**config.mk**
```make
export PLATFORM = sky130hd
export DESIGN_NAME = multiply_accumulate_unit_top
export DESIGN_NICKNAME = d
export VERILOG_FILES = /design/src/sv/mau_pkg.sv /design/src/sv/mau_decode.sv /design/src/sv/mau_mult.sv /design/src/sv/mau_accum.sv /design/src/sv/multiply_accumulate_unit_top.sv
export SDC_FILE = /design/constraint.sdc
export NUM_CORES = 2
export LEC_CHECK = 0
export ABC_AREA = 1
export BUFFER_PORTS_ARGS = -buffer_cell sky130_fd_sc_hd__buf_4
export CORE_MARGIN = 5
export CORE_UTILIZATION = 59
export DETAILED_ROUTE_END_ITERATION = 12
export GPL_ROUTABILITY_DRIVEN = 1
export PLACE_DENSITY_LB_ADDON = 0.25
export SLEW_MARGIN = 20
export SYNTH_ARGS = -nofsm -noshare
export SYNTH_HDL_FRONTEND = slang
export SYNTH_HIERARCHICAL = 1
export SYNTH_SLANG_ARGS = --single-unit
export TNS_END_PERCENT = 10
```
**constraint.sdc**
```tcl
create_clock -name clk -period 7.5 [get_ports clk]
set_input_delay 0.75 -clock clk [delete_from_list [all_inputs] [get_ports clk]]
set_output_delay 0.75 -clock clk [all_outputs]
set_load 0.02 [all_outputs]
```
**src/sv/mau_pkg.sv**
```systemverilog
// package for the multiply/accumulate unit
// holds instruction field positions, register codes and the control struct
// no dependencies
package mau_pkg;

	localparam int unsigned WORD_W = 32;
	localparam int unsigned DWORD_W = 64;
	localparam int unsigned IDX_W = 4;

	// register index of the program counter
	localparam logic [IDX_W-1:0] PC_INDEX = 4'hF;

	// op codes
	localparam logic OP_SHORT = 1'b0;
	localparam logic OP_LONG = 1'b1;

	// instruction bit positions
	localparam int unsigned SIGN_BIT = 22;
	localparam int unsigned ACC_BIT = 21;
	localparam int unsigned SETF_BIT = 20;
	localparam int unsigned HI_LSB = 16;
	localparam int unsigned LO_LSB = 12;
	localparam int unsigned RS_LSB = 8;
	localparam int unsigned RM_LSB = 0;

	typedef logic [WORD_W-1:0] word_t;
	typedef logic [DWORD_W-1:0] dword_t;
	typedef logic [IDX_W-1:0] idx_t;

	// decoded control carried down the pipeline
	typedef struct packed {
		logic skipped;
		logic is_long;
		logic sgn;
		logic acc;
		logic setf;
		idx_t dest_index;
		idx_t second_index;
	} ctrl_t;

endpackage

```
**src/sv/mau_decode.sv**
```systemverilog
// instruction decoder for the multiply/accumulate unit
// extracts flags and register indexes and rejects unpredictable register use
// depends on mau_pkg
module mau_decode (
	input  logic              op,
	input  mau_pkg::word_t    instruction,
	output mau_pkg::ctrl_t    ctrl
);

	mau_pkg::idx_t f_hi;
	mau_pkg::idx_t f_lo;
	mau_pkg::idx_t f_s;
	mau_pkg::idx_t f_m;
	logic          uses_pc;
	logic          is_long;

	// register index fields
	assign f_hi = instruction[mau_pkg::HI_LSB +: mau_pkg::IDX_W];
	assign f_lo = instruction[mau_pkg::LO_LSB +: mau_pkg::IDX_W];
	assign f_s  = instruction[mau_pkg::RS_LSB +: mau_pkg::IDX_W];
	assign f_m  = instruction[mau_pkg::RM_LSB +: mau_pkg::IDX_W];
	assign is_long = (op == mau_pkg::OP_LONG);

	assign uses_pc = (f_hi == mau_pkg::PC_INDEX) || (f_lo == mau_pkg::PC_INDEX) ||
		(f_s == mau_pkg::PC_INDEX) || (f_m == mau_pkg::PC_INDEX);

	// reject checks and field selection
	always_comb begin
		ctrl.is_long      = is_long;
		ctrl.sgn          = instruction[mau_pkg::SIGN_BIT];
		ctrl.acc          = instruction[mau_pkg::ACC_BIT];
		ctrl.setf         = instruction[mau_pkg::SETF_BIT];
		ctrl.second_index = f_hi;
		if (is_long) begin
			ctrl.skipped    = uses_pc || (f_m == f_hi) || (f_m == f_lo) || (f_hi == f_lo);
			ctrl.dest_index = f_lo;
		end else begin
			ctrl.skipped    = uses_pc || (f_hi == f_m);
			ctrl.dest_index = f_hi;
		end
	end

endmodule

```
**src/sv/mau_mult.sv**
```systemverilog
// multiply stage of the multiply/accumulate unit
// forms the 64-bit product and the addend, registered into stage 2
// depends on mau_pkg
module mau_mult (
	input  logic             clk,
	input  logic             arst_n,
	input  logic             valid_s1,
	input  mau_pkg::ctrl_t   ctrl_s1,
	input  mau_pkg::word_t   rm_s1,
	input  mau_pkg::word_t   rs_s1,
	input  mau_pkg::word_t   acc_low_s1,
	input  mau_pkg::word_t   acc_high_s1,
	output logic             valid_s2,
	output mau_pkg::ctrl_t   ctrl_s2,
	output mau_pkg::dword_t  prod_s2,
	output mau_pkg::dword_t  addend_s2
);

	logic                            ext_sign;
	logic signed [mau_pkg::WORD_W:0] op_a;
	logic signed [mau_pkg::WORD_W:0] op_b;
	logic signed [2*mau_pkg::WORD_W+1:0] prod_full;
	mau_pkg::dword_t                 addend;

	// operands widened by one bit, sign extended for signed long forms
	assign ext_sign = ctrl_s1.is_long && ctrl_s1.sgn;
	assign op_a = {ext_sign & rm_s1[mau_pkg::WORD_W-1], rm_s1};
	assign op_b = {ext_sign & rs_s1[mau_pkg::WORD_W-1], rs_s1};
	assign prod_full = op_a * op_b;

	// accumulate operand selection
	always_comb begin
		if (!ctrl_s1.acc) begin
			addend = '0;
		end else if (ctrl_s1.is_long) begin
			addend = {acc_high_s1, acc_low_s1};
		end else begin
			addend = {{mau_pkg::WORD_W{1'b0}}, acc_low_s1};
		end
	end

	// stage 2 valid
	always_ff @(posedge clk or negedge arst_n) begin
		if (!arst_n) begin
			valid_s2 <= 1'b0;
		end else begin
			valid_s2 <= valid_s1;
		end
	end

	// stage 2 payload
	always_ff @(posedge clk) begin
		ctrl_s2   <= ctrl_s1;
		prod_s2   <= prod_full[mau_pkg::DWORD_W-1:0];
		addend_s2 <= addend;
	end

endmodule

```
**src/sv/mau_accum.sv**
```systemverilog
// accumulate and result stage of the multiply/accumulate unit
// adds the addend, forms flags and drives the result register
// depends on mau_pkg
module mau_accum (
	input  logic             clk,
	input  logic             arst_n,
	input  logic             valid_s2,
	input  mau_pkg::ctrl_t   ctrl_s2,
	input  mau_pkg::dword_t  prod_s2,
	input  mau_pkg::dword_t  addend_s2,
	output logic             done,
	output logic             skipped,
	output mau_pkg::idx_t    dest_index,
	output mau_pkg::word_t   dest_value,
	output logic             write_second,
	output mau_pkg::idx_t    second_index,
	output mau_pkg::word_t   second_value,
	output logic             flags_valid,
	output logic             n_flag,
	output logic             z_flag
);

	mau_pkg::dword_t sum;
	mau_pkg::word_t  sum_lo;
	mau_pkg::word_t  sum_hi;
	logic            res_n;
	logic            res_z;

	// 64-bit accumulate with carry into the high word
	assign sum    = prod_s2 + addend_s2;
	assign sum_lo = sum[mau_pkg::WORD_W-1:0];
	assign sum_hi = sum[mau_pkg::DWORD_W-1:mau_pkg::WORD_W];

	// flag values for short and long forms
	always_comb begin
		if (ctrl_s2.is_long) begin
			res_n = sum_hi[mau_pkg::WORD_W-1];
			res_z = (sum == '0);
		end else begin
			res_n = sum_lo[mau_pkg::WORD_W-1];
			res_z = (sum_lo == '0);
		end
	end

	// result strobe
	always_ff @(posedge clk or negedge arst_n) begin
		if (!arst_n) begin
			done <= 1'b0;
		end else begin
			done <= valid_s2;
		end
	end

	// result register, cleared fields on rejected requests
	always_ff @(posedge clk) begin
		skipped      <= ctrl_s2.skipped;
		dest_index   <= '0;
		dest_value   <= '0;
		write_second <= 1'b0;
		second_index <= '0;
		second_value <= '0;
		flags_valid  <= 1'b0;
		n_flag       <= 1'b0;
		z_flag       <= 1'b0;
		if (!ctrl_s2.skipped) begin
			dest_index <= ctrl_s2.dest_index;
			dest_value <= sum_lo;
			if (ctrl_s2.is_long) begin
				write_second <= 1'b1;
				second_index <= ctrl_s2.second_index;
				second_value <= sum_hi;
			end
			if (ctrl_s2.setf) begin
				flags_valid <= 1'b1;
				n_flag      <= res_n;
				z_flag      <= res_z;
			end
		end
	end

endmodule

```
**src/sv/multiply_accumulate_unit_top.sv**
```systemverilog
// multiply/accumulate unit, top level: MUL/MLA and UMULL/UMLAL/SMULL/SMLAL
// result path: a request accepted at one edge shows its result with done high
// once it has passed the input, product and result registers
// throughput: one request per cycle; busy is always low, the 32x32 multiplier
// is fully pipelined; results are not held, the receiver cannot stall
// reset: arst_n clears the valid bits and done; data registers are not reset
module multiply_accumulate_unit_top (
	input  logic             clk,
	input  logic             arst_n,
	input  logic             start,
	output logic             busy,
	input  logic             op,
	input  mau_pkg::word_t   instruction,
	input  mau_pkg::word_t   rm_value,
	input  mau_pkg::word_t   rs_value,
	input  mau_pkg::word_t   acc_low,
	input  mau_pkg::word_t   acc_high,
	output logic             done,
	output logic             skipped,
	output mau_pkg::idx_t    dest_index,
	output mau_pkg::word_t   dest_value,
	output logic             write_second,
	output mau_pkg::idx_t    second_index,
	output mau_pkg::word_t   second_value,
	output logic             flags_valid,
	output logic             n_flag,
	output logic             z_flag
);

	logic            valid_s1;
	logic            op_s1;
	mau_pkg::word_t  instr_s1;
	mau_pkg::word_t  rm_s1;
	mau_pkg::word_t  rs_s1;
	mau_pkg::word_t  acc_low_s1;
	mau_pkg::word_t  acc_high_s1;
	mau_pkg::ctrl_t  ctrl_s1;
	logic            valid_s2;
	mau_pkg::ctrl_t  ctrl_s2;
	mau_pkg::dword_t prod_s2;
	mau_pkg::dword_t addend_s2;

	// pipeline never holds off a request
	assign busy = 1'b0;

	// input register valid
	always_ff @(posedge clk or negedge arst_n) begin
		if (!arst_n) begin
			valid_s1 <= 1'b0;
		end else begin
			valid_s1 <= start && !busy;
		end
	end

	// input register payload
	always_ff @(posedge clk) begin
		op_s1       <= op;
		instr_s1    <= instruction;
		rm_s1       <= rm_value;
		rs_s1       <= rs_value;
		acc_low_s1  <= acc_low;
		acc_high_s1 <= acc_high;
	end

	// decode
	mau_decode u_decode (
		.op          (op_s1),
		.instruction (instr_s1),
		.ctrl        (ctrl_s1)
	);

	// multiply
	mau_mult u_mult (
		.clk         (clk),
		.arst_n      (arst_n),
		.valid_s1    (valid_s1),
		.ctrl_s1     (ctrl_s1),
		.rm_s1       (rm_s1),
		.rs_s1       (rs_s1),
		.acc_low_s1  (acc_low_s1),
		.acc_high_s1 (acc_high_s1),
		.valid_s2    (valid_s2),
		.ctrl_s2     (ctrl_s2),
		.prod_s2     (prod_s2),
		.addend_s2   (addend_s2)
	);

	// accumulate and result register
	mau_accum u_accum (
		.clk          (clk),
		.arst_n       (arst_n),
		.valid_s2     (valid_s2),
		.ctrl_s2      (ctrl_s2),
		.prod_s2      (prod_s2),
		.addend_s2    (addend_s2),
		.done         (done),
		.skipped      (skipped),
		.dest_index   (dest_index),
		.dest_value   (dest_value),
		.write_second (write_second),
		.second_index (second_index),
		.second_value (second_value),
		.flags_valid  (flags_valid),
		.n_flag       (n_flag),
		.z_flag       (z_flag)
	);

endmodule
```
==> key figures <==
Timing
  – Slew Limit Fails: 0
  – Final Hold Slack: 0.215 ns
  – Tmin final: 7.28 ns
  – Final setup viols: 0
  – PnR worst setup slack: 0.224 ns
  – Fin Clk Skew: 0.0558 ns
  – Rel. slew slack: 29.9%
  – Worst-margin pin slew: 1.05 ns
  – RSZ-0062 raised after global routing: yes
  – Max Freq: around 140 MHz
  – Final hold viol count: 0
  – Fin crit share: a little over nine tenths

Synthesis
  – Syn_area_per_cell: 7.69 um^2
  – Synthesized area: 55000 um^2
  – Post-synthesis instance total: approximately 7200
  – Syn Nets: approximately 8700
  – YS warnings: 6

Floorplan
  – Die Ht: 315 um
  – Floorplan Core Area: 92900 um^2
  – Starting Density: 59.2%
  – DIE WIDTH: between 300 and 400 um
  – # IOs: 243
  – Row count: 112
  – Die Footprint: 99400 um^2

Setup path
  – Slowest stage delay, CP: 0.67 ns
  – Crit path DAT: a little under 8 ns
  – CP Capture Type: flop
  – Slowest stage cell, crit path: dfxtp_1
  – Crit-path max FO: 11
  – Startpoint Class: flop
  – Worst Path Buf+Inv: 7
  – Critical path type: flop to flop
  – Instance count on the critical path: 25
  – Data required, critical path: around 8 ns
  – Top delay family on crit path: adder cells
  – Worst Reg2Reg Path Length in Cells: 25
  – CP most frequent cell: fa_1

CTS
  – Clock buffer depth: 3
  – Cts bufs inserted: 44
  – H-tree levels: 2
  – Clock sink count: between 300 and 400
  – Later-pin clock latency in the skew report: 0.63 ns
  – CTS clk-pin slew, worst paths: around 0.070 ns
  – Root Buffer Master: clkbuf_16
  – CTS tree: built

Flow run
  – Max_cap viols: 0

Drt
  – Average wire per standard cell: 18.5 um
  – Routed WL: 160 mm
  – Vias/cell: around 5.1
  – Detailed Routing Iterations Pass 1: 7
  – Residual DRC count: 0
  – Vias: 44291
  – Final ANT Viol Nets: 0
  – Initial DRC Count: 3428

Cells and area
  – Non-filler cells, final: 8635
  – Area grow syn2layout: 10.3%
  – Diodes inserted: 0
  – Most frequent cells in the layout: nand2_1, inv_1, fa_1
  – Proportion of layout cells with a drive suffix above 1: 8.14%
  – Layout Nets: 8911
  – Commonest non-fill, non-tap cell in the layout: nand2_1

Global routing
  – First-pass GRT wire length: roughly 260 mm
  – Initial antenna violation count: 2
  – Largest net degree at the start of global routing: 36
  – GR Overflow Total: 0
  – GRT Overall Usage: 33.3%
  – Vias in the first global route: around 47000

Worst hold path
  – Worst Hold Class: primary input to flop
  – Cell count of the worst hold path: 1

Run status
  – Status: complete, no violations

Placed design
  – I/O Buffers: 228
  – Hpwl dp: 135 mm
  – GPL Wtd Cong: slightly below 1
  – Placed Instances: 8550
  – Dpl ws: 0.175 ns
-- area by class of cell --
cell class	instances	area, um^2
inverter	2049	7690
timing repair buffer	401	3520
clock buffer	59	1250
tap	1254	1570
clock inverter	22	277
multi-input combinational	4483	39000
fill	8047	32300
sequential	367	7360
-- flip-flops by register name, summed over array words and instances (netlist names) --
name	count
instr_s1	19
u_accum/z_flag	1
u_accum/flags_valid	1
u_accum/second_value	32
u_mult/addend_s2	64
u_accum/skipped	1
u_accum/n_flag	1
u_accum/second_index	4
u_mult/prod_s2	64
u_mult/ctrl_s2	11
u_accum/dest_value	32
acc_low_s1	32
op_s1	1
u_mult/valid_s2	1
u_accum/dest_index	4
acc_high_s1	32
u_accum/write_second	1
valid_s1	1
u_accum/done	1
rm_s1	32
rs_s1	32
-- per-layer routing --
| layer | vias up | GRT usage [%] | wire length (um) |
|---|---|---|---|
| met5 | - | 0 | 0 |
| met3 | 413 | 5.33 | 12600 |
| met1 | 21617 | 43.6 | 63800 |
| met2 | 1867 | 55.8 | 75400 |
| met4 | 0 | 13.5 | 8280 |
| li1 | 20394 | - | - |
-- metrics by stage --
step	setup TNS, ns	instance area (um^2)	util, %
3_5_place_dp	0	59000	63.5
6_report	0	60600	65.3
2_1_floorplan	0	55000	-
4_1_cts	0	60600	65.2
5_1_grt	-0.438	60600	65.3
3_3_place_gp	0	59000	63.5
-- what timing repair did --
action                     4_1_cts  5_1_grt
gates resized for setup          0       14
buffers inserted                 0        3
hold buffers                     1        0
hold endpoints to repair         3        0
setup endpoints to repair        0       26
-- path summary, 6_finish.rpt --
path                                    from                  to  slack [ns]
worst min-delay path            rm_value[10]           rm_s1[10]        0.21
worst max register to register     rm_s1[17]  u_mult/prod_s2[62]        0.22
worst max-delay path               rm_s1[17]  u_mult/prod_s2[62]        0.22
max in group asynchronous             arst_n        u_accum/done        6.91
min in group asynchronous             arst_n            valid_s1        0.49
worst min register to register  instr_s1[20]   u_mult/ctrl_s2[8]        0.33
Power is not shown: default switching activity piles up to over one toggle a cycle in this logic, so the estimate is an artifact.
